==> config.mk <==
export PLATFORM = sky130hd
export DESIGN_NAME = gmtb_step
export DESIGN_NICKNAME = d
export VERILOG_FILES = /design/src/sv/gmtb_pkg.sv /design/src/sv/gmtb_step.sv
export SDC_FILE = /design/constraint.sdc
export NUM_CORES = 1
export LEC_CHECK = 0
export ABC_CLOCK_PERIOD_IN_PS = 8700
export BUFFER_PORTS_ARGS = -buffer_cell sky130_fd_sc_hd__buf_4
export CAP_MARGIN = 15
export CORE_AREA = 2 2 112 114
export DETAILED_ROUTE_END_ITERATION = 7
export DIE_AREA = 0 0 114 116
export PLACE_DENSITY = 0.77
export SYNTH_ARGS = -nofsm -noshare
export SYNTH_HDL_FRONTEND = slang
export SYNTH_SLANG_ARGS = --single-unit
==> constraint.sdc <==
create_clock -name vclk -period 8.7
set_clock_uncertainty 0.1 [all_clocks]
set_input_delay 0.87 -clock vclk [all_inputs]
set_output_delay 0.87 -clock vclk [all_outputs]
set_load 0.1 [all_outputs]
==> src/sv/gmtb_pkg.sv <==
`timescale 1ns / 1ps
`default_nettype none
// ----------------------------------------------------------------------------
// gmtb_pkg: shared types and codes of the gated multi timer bank
// Command and event codes, channel states and the channel record that the
// channel store keeps for each timer channel.
// ----------------------------------------------------------------------------
package gmtb_pkg;

    // command codes
    localparam logic [2:0] CMD_TICK  = 3'd0;
    localparam logic [2:0] CMD_LOAD  = 3'd1;
    localparam logic [2:0] CMD_START = 3'd2;
    localparam logic [2:0] CMD_STOP  = 3'd3;
    localparam logic [2:0] CMD_READ  = 3'd4;

    // event kinds
    localparam logic [1:0] EV_EXPIRE = 2'd0;
    localparam logic [1:0] EV_TICK   = 2'd1;
    localparam logic [1:0] EV_ACK    = 2'd2;

    // channel run states
    localparam logic [1:0] ST_OFF  = 2'd0;
    localparam logic [1:0] ST_RUN  = 2'd1;
    localparam logic [1:0] ST_DONE = 2'd2;

    // saturation bounds of the Q16.16 timer, in the width of the raw sum
    localparam logic signed [41:0] SUM_MAX = 42'sd2147483647;
    localparam logic signed [41:0] SUM_MIN = -42'sd2147483648;

    // one channel of the store
    typedef struct packed {
        logic signed [31:0] timer;
        logic signed [31:0] end_val;
        logic signed [15:0] rate;
        logic [31:0]        mask;
        logic [1:0]         state;
        logic [31:0]        tag_a;
        logic [31:0]        tag_b;
    } chan_rec_t;

    // outcome of one channel update on a tick
    typedef struct packed {
        logic               go;
        logic               hit;
        logic signed [31:0] timer;
    } step_res_t;

endpackage

`default_nettype wire

==> src/sv/gmtb_step.sv <==
`timescale 1ns / 1ps
`default_nettype none
// ----------------------------------------------------------------------------
// gmtb_step: tick update of one channel
// Takes the registered Q24.24 product delta_t * rate, floors it to Q16.16,
// adds it with saturation and tests expiry against the end value.
// ----------------------------------------------------------------------------
module gmtb_step import gmtb_pkg::*; (
    input  wire chan_rec_t          rec,
    input  wire logic signed [48:0] prod,
    input  wire logic [31:0]        mode,
    output step_res_t               res
);

    logic signed [40:0] step;
    logic signed [41:0] sum;
    logic signed [31:0] sat;
    logic               hit;

    // floor shift to Q16.16 and saturating add
    always_comb
    begin
        step = 41'(prod >>> 8);
        sum  = 42'(rec.timer) + 42'(step);
        if (sum > SUM_MAX)
        begin
            sat = 32'sh7fffffff;
        end
        else if (sum < SUM_MIN)
        begin
            sat = 32'sh80000000;
        end
        else
        begin
            sat = 32'(sum);
        end
    end

    // expiry direction follows the sign of the rate
    assign hit = rec.rate[15] ? (sat <= rec.end_val) : (sat >= rec.end_val);

    assign res.go    = (rec.state == ST_RUN) && ((rec.mask & mode) != 32'd0);
    assign res.hit   = hit;
    assign res.timer = hit ? rec.end_val : sat;

endmodule

`default_nettype wire

==> flow_summary.json <==
{
  "grt_usage_pct": 22.6,
  "synth_area_per_cell_um2": 7.29,
  "layout.cells.non_filler": 944,
  "gp_congestion": 0.964,
  "dp.final_hpwl_um": 13600,
  "cp-start-kind": "input port",
  "seq_cells": 0,
  "fin_util_pct": 51.2,
  "setup_violations": 0,
  "irDropWorstVdd_mv": 0.0953,
  "status": "finished, final reports clean",
  "placementRows": 40,
  "seqCellArea_um2": 0,
  "nClkBuffers": 0,
  "power_leakage_nw": 2.86,
  "final_layout_size_suffix_gt1_share_pct": 31.2,
  "drc": 0,
  "clock.fmax_mhz": 121,
  "vias": 5629,
  "die_h_um": 116,
  "grt_max_degree": 29,
  "cp-end-kind": "primary output",
  "min_period_over_period_pct": 94.6,
  "gr-total-overflow": 0,
  "power_density_nw_per_um2": 189,
  "die_area_um2": 13200,
  "worstPathMaxFanout": 28,
  "start_util_pct": 37.3,
  "antenna_found_initial": 0,
  "hold_path_class": "in2out",
  "wl_um": 15700,
  "synth_seq_area_share_pct": 0,
  "critical_path_class": "in2out",
  "cp.required_ps": 7730,
  "grt_first_pass_wirelength_um": 24700,
  "portBuffers": 206,
  "ios": 293,
  "worstMarginPinSlew_ps": 845,
  "core_area_um2": 11900,
  "finalHoldViolCount": 0,
  "max_slew_margin_pct": 43.6,
  "via_per_inst": 5.96,
  "place_inst": 944,
  "yosysUniqueCellTypes": 76,
  "detail_route.wl_per_cell_um": 16.7,
  "drv_cap": 0,
  "nets": 1132,
  "rsz0062_at_grt": "false",
  "syn2layout_area_growth_pct": 37.2,
  "arrival_ps": 7260,
  "netlist_area_um2": 4450,
  "drv_slew": 0,
  "first_global_vias": 5279,
  "synthCells": 610,
  "diodes": 0,
  "drt-initial-drc-count": 334,
  "period_needed_ps": 8230,
  "dr.pass1.iters": 5,
  "syn_nets": 943,
  "die_w_um": 114,
  "setup_tns_ps": 0,
  "hold_buffers": 0,
  "detail-route-antenna-nets": 0,
  "ys_warn_count": 0
}
[power breakdown]
group / total, W / internal (W) / switching (W)
Sequential: 0 / 0 / 0
Combinational: 0.00115 / 0.000327 / 0.000824
Clock: 0 / 0 / 0
Total: 0.00115 / 0.000327 / 0.000824
[layout by cell type, fill, tap and decap left out, types with 3 or more instances in the layout]
master and instances:
o2bb2ai_1 26, o21a_1 10, a211o_1 3, a21boi_0 4, ha_1 73, o21ai_0 32
o21ai_1 4, nand4_1 16, buf_4 214, nand3_1 16, and3_1 6, a211oi_1 11
nand2b_1 3, nand2_1 46, a21oi_1 56, a221oi_1 4, and4_1 4, and2_1 8
xor2_1 12, o31ai_1 4, a22oi_1 8, o21bai_1 6, a211oi_2 3, or3_1 5
nor2b_1 7, a221o_1 29, nor3_1 15, a31oi_1 5, a21o_1 16, o211ai_1 7
inv_1 46, xnor2_1 18, nor2_1 30, a22o_1 4
[metrics by stage]
step | cell area [µm²] | total power (W) | hold WS [ps] | setup WS [ps]
2_1_floorplan | 4450 | 0.000884 | 1970 | 469
3_3_place_gp | 6090 | 0.00113 | 1980 | 554
3_5_place_dp | 6090 | 0.00114 | 1980 | 496
4_1_cts | 6090 | 0.00114 | 1980 | 465
5_1_grt | 6100 | 0.00121 | 1990 | 22.7
6_report | 6100 | 0.00115 | 1980 | 469
[kinds of logic after synthesis]
| group | count (synthesis) | synth area share (%) |
|---|---|---|
| compound gates | 256 | 43.7 |
| mux | 3 | 0.816 |
| xor+xnor | 30 | 5.91 |
| simple gates | 173 | 21.2 |
| fa+ha+maj | 74 | 21.0 |
| buf+inv | 74 | 7.40 |
[cell usage after synthesis (5+ instances only)]
cell / count / share of area, %
or3_1: 5 / 0.70
a221o_1: 29 / 6.5
o21ai_0: 32 / 3.6
and3_1: 6 / 0.84
ha_1: 73 / 21
a21o_1: 16 / 2.7
and2_1: 8 / 1.1
buf_2: 5 / 0.56
clkbuf_1: 14 / 1.2
nand2_1: 46 / 3.9
o2bb2ai_1: 26 / 5.1
a31oi_1: 5 / 0.70
o21a_1: 10 / 1.7
buf_6: 5 / 1.3
a21oi_1: 56 / 6.3
inv_1: 46 / 3.9
nor2_1: 30 / 2.5
a211oi_1: 11 / 1.9
o211ai_1: 7 / 1.2
a22oi_1: 8 / 1.4
nand3_1: 16 / 1.8
nand4_1: 16 / 2.3
nor3_1: 15 / 1.7
o21bai_1: 6 / 1.0
xnor2_1: 18 / 3.5
nor2b_1: 7 / 0.98
xor2_1: 12 / 2.4
[final cells by class]
cell class	instances	area, µm²
tap	147	184
fill	1226	5810
multi-input combinational	536	4130
timing repair buffer	214	1610
inverter	47	176
[worst max-delay path, stage by stage]
cell and delay (ps):
buf_4 120, ha_1 300, a211oi_1 320, o21bai_2 150, a41oi_2 310, o21ai_2 160
nor4b_2 180, nor2_1 240, nor2_1 120, a2111oi_4 610, a31oi_2 290, inv_2 450
o2bb2ai_1 180, ha_1 270, a21o_1 180, a21oi_1 150, o21bai_1 80, a21oi_1 180
o21ai_0 110, a32o_1 220, nor3_1 320, mux2i_4 200, a21oi_4 610, a221o_1 320
buf_4 310
[layer usage]
layer	GRT usage (%)	part of all wire, %	vias up
li1	-	-	2771
met1	28.4	41	2580
met3	2.04	8.7	12
met4	3.17	1.4	0
met2	42.7	49	266
met5	0	0	-
[path summary, 6_finish.rpt]
kind,startpoint,endpoint,depth (start not counted),slack (ps)
setup / recovery,rec[147],res[19],25,470
hold / removal,rec[65],res[33],3,1980
[what timing repair did]
item,CTS,global route
gates resized for setup,0,1
setup endpoints to repair,0,12
buffers inserted,0,0
Note: power is estimated with default switching activity, not from simulation.
