<file path="src/sv/gmtb_pkg.sv">
`timescale 1ns / 1ps
`default_nettype none
// ----------------------------------------------------------------------------
// gmtb_pkg: shared types and codes of the gated multi timer bank
// Command and event codes, channel states and the channel record that the
// channel store keeps for each timer channel.
// ----------------------------------------------------------------------------
package gmtb_pkg;

    // command codes
    localparam logic [2:0] CMD_TICK  = 3'd0;
    localparam logic [2:0] CMD_LOAD  = 3'd1;
    localparam logic [2:0] CMD_START = 3'd2;
    localparam logic [2:0] CMD_STOP  = 3'd3;
    localparam logic [2:0] CMD_READ  = 3'd4;

    // event kinds
    localparam logic [1:0] EV_EXPIRE = 2'd0;
    localparam logic [1:0] EV_TICK   = 2'd1;
    localparam logic [1:0] EV_ACK    = 2'd2;

    // channel run states
    localparam logic [1:0] ST_OFF  = 2'd0;
    localparam logic [1:0] ST_RUN  = 2'd1;
    localparam logic [1:0] ST_DONE = 2'd2;

    // saturation bounds of the Q16.16 timer, in the width of the raw sum
    localparam logic signed [41:0] SUM_MAX = 42'sd2147483647;
    localparam logic signed [41:0] SUM_MIN = -42'sd2147483648;

    // one channel of the store
    typedef struct packed {
        logic signed [31:0] timer;
        logic signed [31:0] end_val;
        logic signed [15:0] rate;
        logic [31:0]        mask;
        logic [1:0]         state;
        logic [31:0]        tag_a;
        logic [31:0]        tag_b;
    } chan_rec_t;

    // outcome of one channel update on a tick
    typedef struct packed {
        logic               go;
        logic               hit;
        logic signed [31:0] timer;
    } step_res_t;

endpackage

`default_nettype wire

</file>
<file path="src/sv/gmtb_store.sv">
`timescale 1ns / 1ps
`default_nettype none
// ----------------------------------------------------------------------------
// gmtb_store: channel record memory
// One write port and one read port with registered read data. A valid bit
// per channel, cleared by reset, makes a never written channel read as zero.
// ----------------------------------------------------------------------------
module gmtb_store import gmtb_pkg::*; #(
    parameter int CHANNELS = 16,
    localparam int IW = (CHANNELS > 1) ? $clog2(CHANNELS) : 1
) (
    input  wire logic      clk,
    input  wire logic      rst_n,
    input  wire logic [IW-1:0] rd_addr,
    output chan_rec_t      rd_data,
    input  wire logic      wr_en,
    input  wire logic [IW-1:0] wr_addr,
    input  wire chan_rec_t wr_data
);

    chan_rec_t             mem [CHANNELS];
    chan_rec_t             rd_raw_reg;
    logic [CHANNELS-1:0]   valid_reg;
    logic                  rd_valid_reg;

    // memory array, read before write
    always_ff @(posedge clk)
    begin
        if (wr_en)
        begin
            mem[wr_addr] <= wr_data;
        end
        rd_raw_reg <= mem[rd_addr];
    end

    // written flags
    always_ff @(posedge clk or negedge rst_n)
    begin
        if (!rst_n)
        begin
            valid_reg    <= '0;
            rd_valid_reg <= 1'b0;
        end
        else
        begin
            if (wr_en)
            begin
                valid_reg[wr_addr] <= 1'b1;
            end
            rd_valid_reg <= valid_reg[rd_addr];
        end
    end

    // unwritten channels read as the reset record
    assign rd_data = rd_valid_reg ? rd_raw_reg : '0;

endmodule

`default_nettype wire

</file>
<file path="config.mk">
export PLATFORM = sky130hd
export DESIGN_NAME = gmtb_store
export DESIGN_NICKNAME = d
export VERILOG_FILES = /design/src/sv/gmtb_pkg.sv /design/src/sv/gmtb_store.sv
export SDC_FILE = /design/constraint.sdc
export NUM_CORES = 2
export LEC_CHECK = 0
export BUFFER_PORTS_ARGS = -buffer_cell sky130_fd_sc_hd__clkbuf_2
export CAP_MARGIN = 40
export CORE_ASPECT_RATIO = 0.5
export CORE_MARGIN = 2
export CORE_UTILIZATION = 42
export CTS_CLUSTER_DIAMETER = 100
export CTS_CLUSTER_SIZE = 40
export DETAILED_ROUTE_END_ITERATION = 8
export HOLD_SLACK_MARGIN = 0.1
export PLACE_DENSITY = 0.65
export SLEW_MARGIN = 10
export SYNTH_ARGS = -nofsm -noshare
export SYNTH_HDL_FRONTEND = slang
export SYNTH_SLANG_ARGS = --single-unit
</file>
<file path="constraint.sdc">
create_clock -name clk -period 1.7 [get_ports clk]
set_clock_uncertainty 0.05 [all_clocks]
set_input_delay 0.34 -clock clk [delete_from_list [all_inputs] [get_ports clk]]
set_output_delay 0.34 -clock clk [all_outputs]
set_load 0.01 [all_outputs]
</file>
==> impl_metrics.env <==
export IMPL_dr_total_vias=53400
export IMPL_cts_tree="yes"
export IMPL_fmax_ghz=0.400
export IMPL_synth_distinct_cells=30
export IMPL_crit_chain="buf_12 -> buf_16 -> clkbuf_16 -> and2_4 -> buf_6"
export IMPL_cts_root_buf="clkbuf_16"
export IMPL_cts_buffers=86
export IMPL_grt_max_degree=50
export IMPL_path_max_fanout=6
export IMPL_slew_viol_final=0
export IMPL_clkTransAtPathRegs_ps=140
export IMPL_finalHoldViolCount=0
export IMPL_layout_nets=6036
export IMPL_post_synth_top_count_cell="edfxtp_1"
export IMPL_synthArstFlopShare_pct=0.559
export IMPL_cpPeakStageDelay_ps=530
export IMPL_drv_cap=0
export IMPL_initial_core_util_pct=42.2
export IMPL_postSynthAreaPerCell_sq_um=22.9
export IMPL_dieArea_sq_um=272000
export IMPL_yosys_top_cells_area="edfxtp_1 76%, mux4_2 13%, dfxtp_1 3.2%"
export IMPL_grt_pass1_wl_um=382000
export IMPL_place_area_sq_um=125000
export IMPL_place_hpwl_um=171000
export IMPL_yosys_area_top_type_share_pct=76.0
export IMPL_place_inst=9088
export IMPL_combPwrFrac_pct=9.3
export IMPL_power_mw=127
export IMPL_wire_per_inst_um=28.2
export IMPL_postSynthCellCount=4901
export IMPL_post_route_period_util_pct=147
export IMPL_core_area_sq_um=267000
export IMPL_tns_ps=-128170
export IMPL_place_congestion=0.791
export IMPL_worst_slack_ps=-801
export IMPL_antenna_left=0
export IMPL_portBuffers=366
export IMPL_rows=134
export IMPL_synthFlopType="edfxtp_1"
export IMPL_critPathLaunchType="flop"
export IMPL_swShare_pct=21.5
export IMPL_holdWs_ps=169
export IMPL_drc=0
export IMPL_setup_viol_count_final=180
export IMPL_final_cells=9465
export IMPL_synth_edf_count=2848
export IMPL_p_int_mw=99.8
export IMPL_netlist_top_cells_count="2848 x edfxtp_1, 666 x mux4_2, 284 x a22oi_1, 181 x and2_1, 178 x dfxtp_1"
export IMPL_ys_seq_area_share_pct=79.6
export IMPL_critPathTopFamily="buffers and inverters"
export IMPL_violations="setup timing"
export IMPL_power_switching_mw=27.4
export IMPL_worstPathArrival_ps=2110
export IMPL_grt_pass1_vias=54900
export IMPL_first_pass_iters=6
export IMPL_cp_required_ps=1310
export IMPL_avgViaCountPerCell=5.64
export IMPL_irDropWorstVdd_mv=0.779
export IMPL_p_leak_nw=42.0
export IMPL_syn_cell_area_sq_um=112000
export IMPL_die_w_um=736
export IMPL_gr_usage_all_layers_pct=19.1
export IMPL_htree_levels=3
export IMPL_ios=367
export IMPL_fin_area_sq_um=130000
export IMPL_cp_buffers_inverters=4
export IMPL_min_period_ps=2500
export IMPL_areaGrowthSynthToFinish_pct=15.8
export IMPL_insertion_delay_ps=760
export IMPL_largest_reg_flops=2848
export IMPL_clock_sinks=3043
export IMPL_synth_warnings=0
export IMPL_drtIter0Drc=6304
export IMPL_synth_nets=5090
export IMPL_clockBufferDepth=3
export IMPL_pwr_share_clk_pct=24.3
export IMPL_die_h_um=370
export IMPL_crit_type="flop to output pin"
export IMPL_power_density_nw_per_um2=976
export IMPL_grt_remaining_overflow=0
export IMPL_rsz0062_at_grt="true"
export IMPL_drive_gt1_share_pct=33.0
export IMPL_crit_slowest_cell="dfrtp_4"
export IMPL_power_frac_seq_pct=66.4
export IMPL_hold_path_class="primary input to flop"
export IMPL_outcome="finished, violations left"
export IMPL_synth_seq_cells=3043
export IMPL_cp_end_kind="output pin"
export IMPL_slew_headroom_pct=50.6
export IMPL_antenna_found_initial=29
export IMPL_routed_wirelength_um=266000
export IMPL_synth_area_leader_cell="edfxtp_1"
export IMPL_tightest_slew_ps=739
==> worst reg2reg max path: cells and delay by family (launching register included) <==
kind               cells  cell delay [ps]
muxes                  2              730
AOI/OAI and AO/OA      1              180
DFF                    1              450
==> final cells by class <==
class	count	area, sq um
Tap cell	3536	4420
Timing Repair Buffer	1128	11800
Clock buffer	155	2500
Sequential cell	3043	89500
Multi-Input combinational cell	1588	22000
Fill cell	21100	136000
Antenna cell	10	25.0
Clock inverter	5	73.8
==> power by group through the flow <==
| stage | logic [mW] | clock network [mW] | registers [mW] |
|---|---|---|---|
| 4_1_cts | 11.2 | 31.5 | 84.5 |
| 2_1_floorplan | 5.17 | 0 | 85.8 |
| 3_3_place_gp | 9.68 | 0 | 86.1 |
| 3_5_place_dp | 9.89 | 0 | 86.2 |
| 6_report | 11.8 | 30.9 | 84.5 |
| 5_1_grt | 12.5 | 33.7 | 84.6 |
==> path summary, 6_finish.rpt <==
check	depth (start not counted)	startpoint	slack, ps	to
max reg2reg	3	mem[0][134]$_DFFE_PP_	190	rd_raw_reg[134]$_DFF_P_
min reg2reg	1	valid_reg[14]$_DFFE_PN0P_	440	valid_reg[14]$_DFFE_PN0P_
min	4	wr_addr[2]	170	mem[15][60]$_DFFE_PP_
min in group asynchronous	3	rst_n	750	valid_reg[8]$_DFFE_PN0P_
max	5	rd_valid_reg$_DFF_PN0_	-800	rd_data[59]
max in group asynchronous	3	rst_n	310	rd_valid_reg$_DFF_PN0_
==> layer usage <==
| metal | track usage [%] | share of wire [%] | up-vias |
|---|---|---|---|
| met4 | 5.05 | 2.9 | 6 |
| met2 | 32.6 | 50 | 1837 |
| met1 | 26.5 | 41 | 28900 |
| met5 | 0 | 0.013 | - |
| met3 | 2.18 | 5.9 | 311 |
| li1 | - | - | 22300 |
==> repair_timing <==
item	4_1_cts	5_1_grt
hold buffers	182	0
cloned	9	9
resized for setup	110	183
hold endpoints to repair	2869	0
endpoints found under the setup margin	178	181
pin swaps	2	2
buffers inserted	7	3
==> layout by cell type, fill, tap and decap left out, drive strengths merged, types with 2 or more instances in the layout <==
| cell type | Yosys | final |
|---|---|---|
| o221ai | 40 | 40 |
| nor2 | 19 | 19 |
| buf | 144 | 637 |
| a22oi | 284 | 284 |
| diode | 0 | 10 |
| nor3 | 4 | 4 |
| and2 | 181 | 181 |
| inv | 0 | 4 |
| dfrtp | 17 | 17 |
| nand2 | 127 | 127 |
| nor2b | 46 | 46 |
| nand2b | 15 | 15 |
| or2 | 18 | 18 |
| mux4 | 666 | 666 |
| dfxtp | 178 | 178 |
| clkbuf | 126 | 463 |
| nand3b | 2 | 2 |
| mux2 | 84 | 84 |
| a221oi | 10 | 10 |
| o21ai | 24 | 24 |
| dlygate4sd3 | 0 | 182 |
| edfxtp | 2848 | 2848 |
| o22a | 16 | 16 |
| mux2i | 42 | 42 |
| o22ai | 8 | 8 |
==> kinds of logic after synthesis <==
kind of cell / count (synthesis) / synth area share (%)
multiplexers: 792 / 14.6
flip-flops: 3043 / 79.6
AND/OR/NAND/NOR: 414 / 1.98
AO/OA/AOI/OAI: 382 / 2.56
buffers and inverters: 270 / 1.33
==> stage by stage <==
step	util [%]	setup slack (ps)
finish	48.9	-801
floorplan	-	-3870
global route	48.9	-851
global placement	46.7	-531
CTS	48.6	-837
detailed placement	46.7	-542
Note: power is estimated with default switching activity, not from simulation.
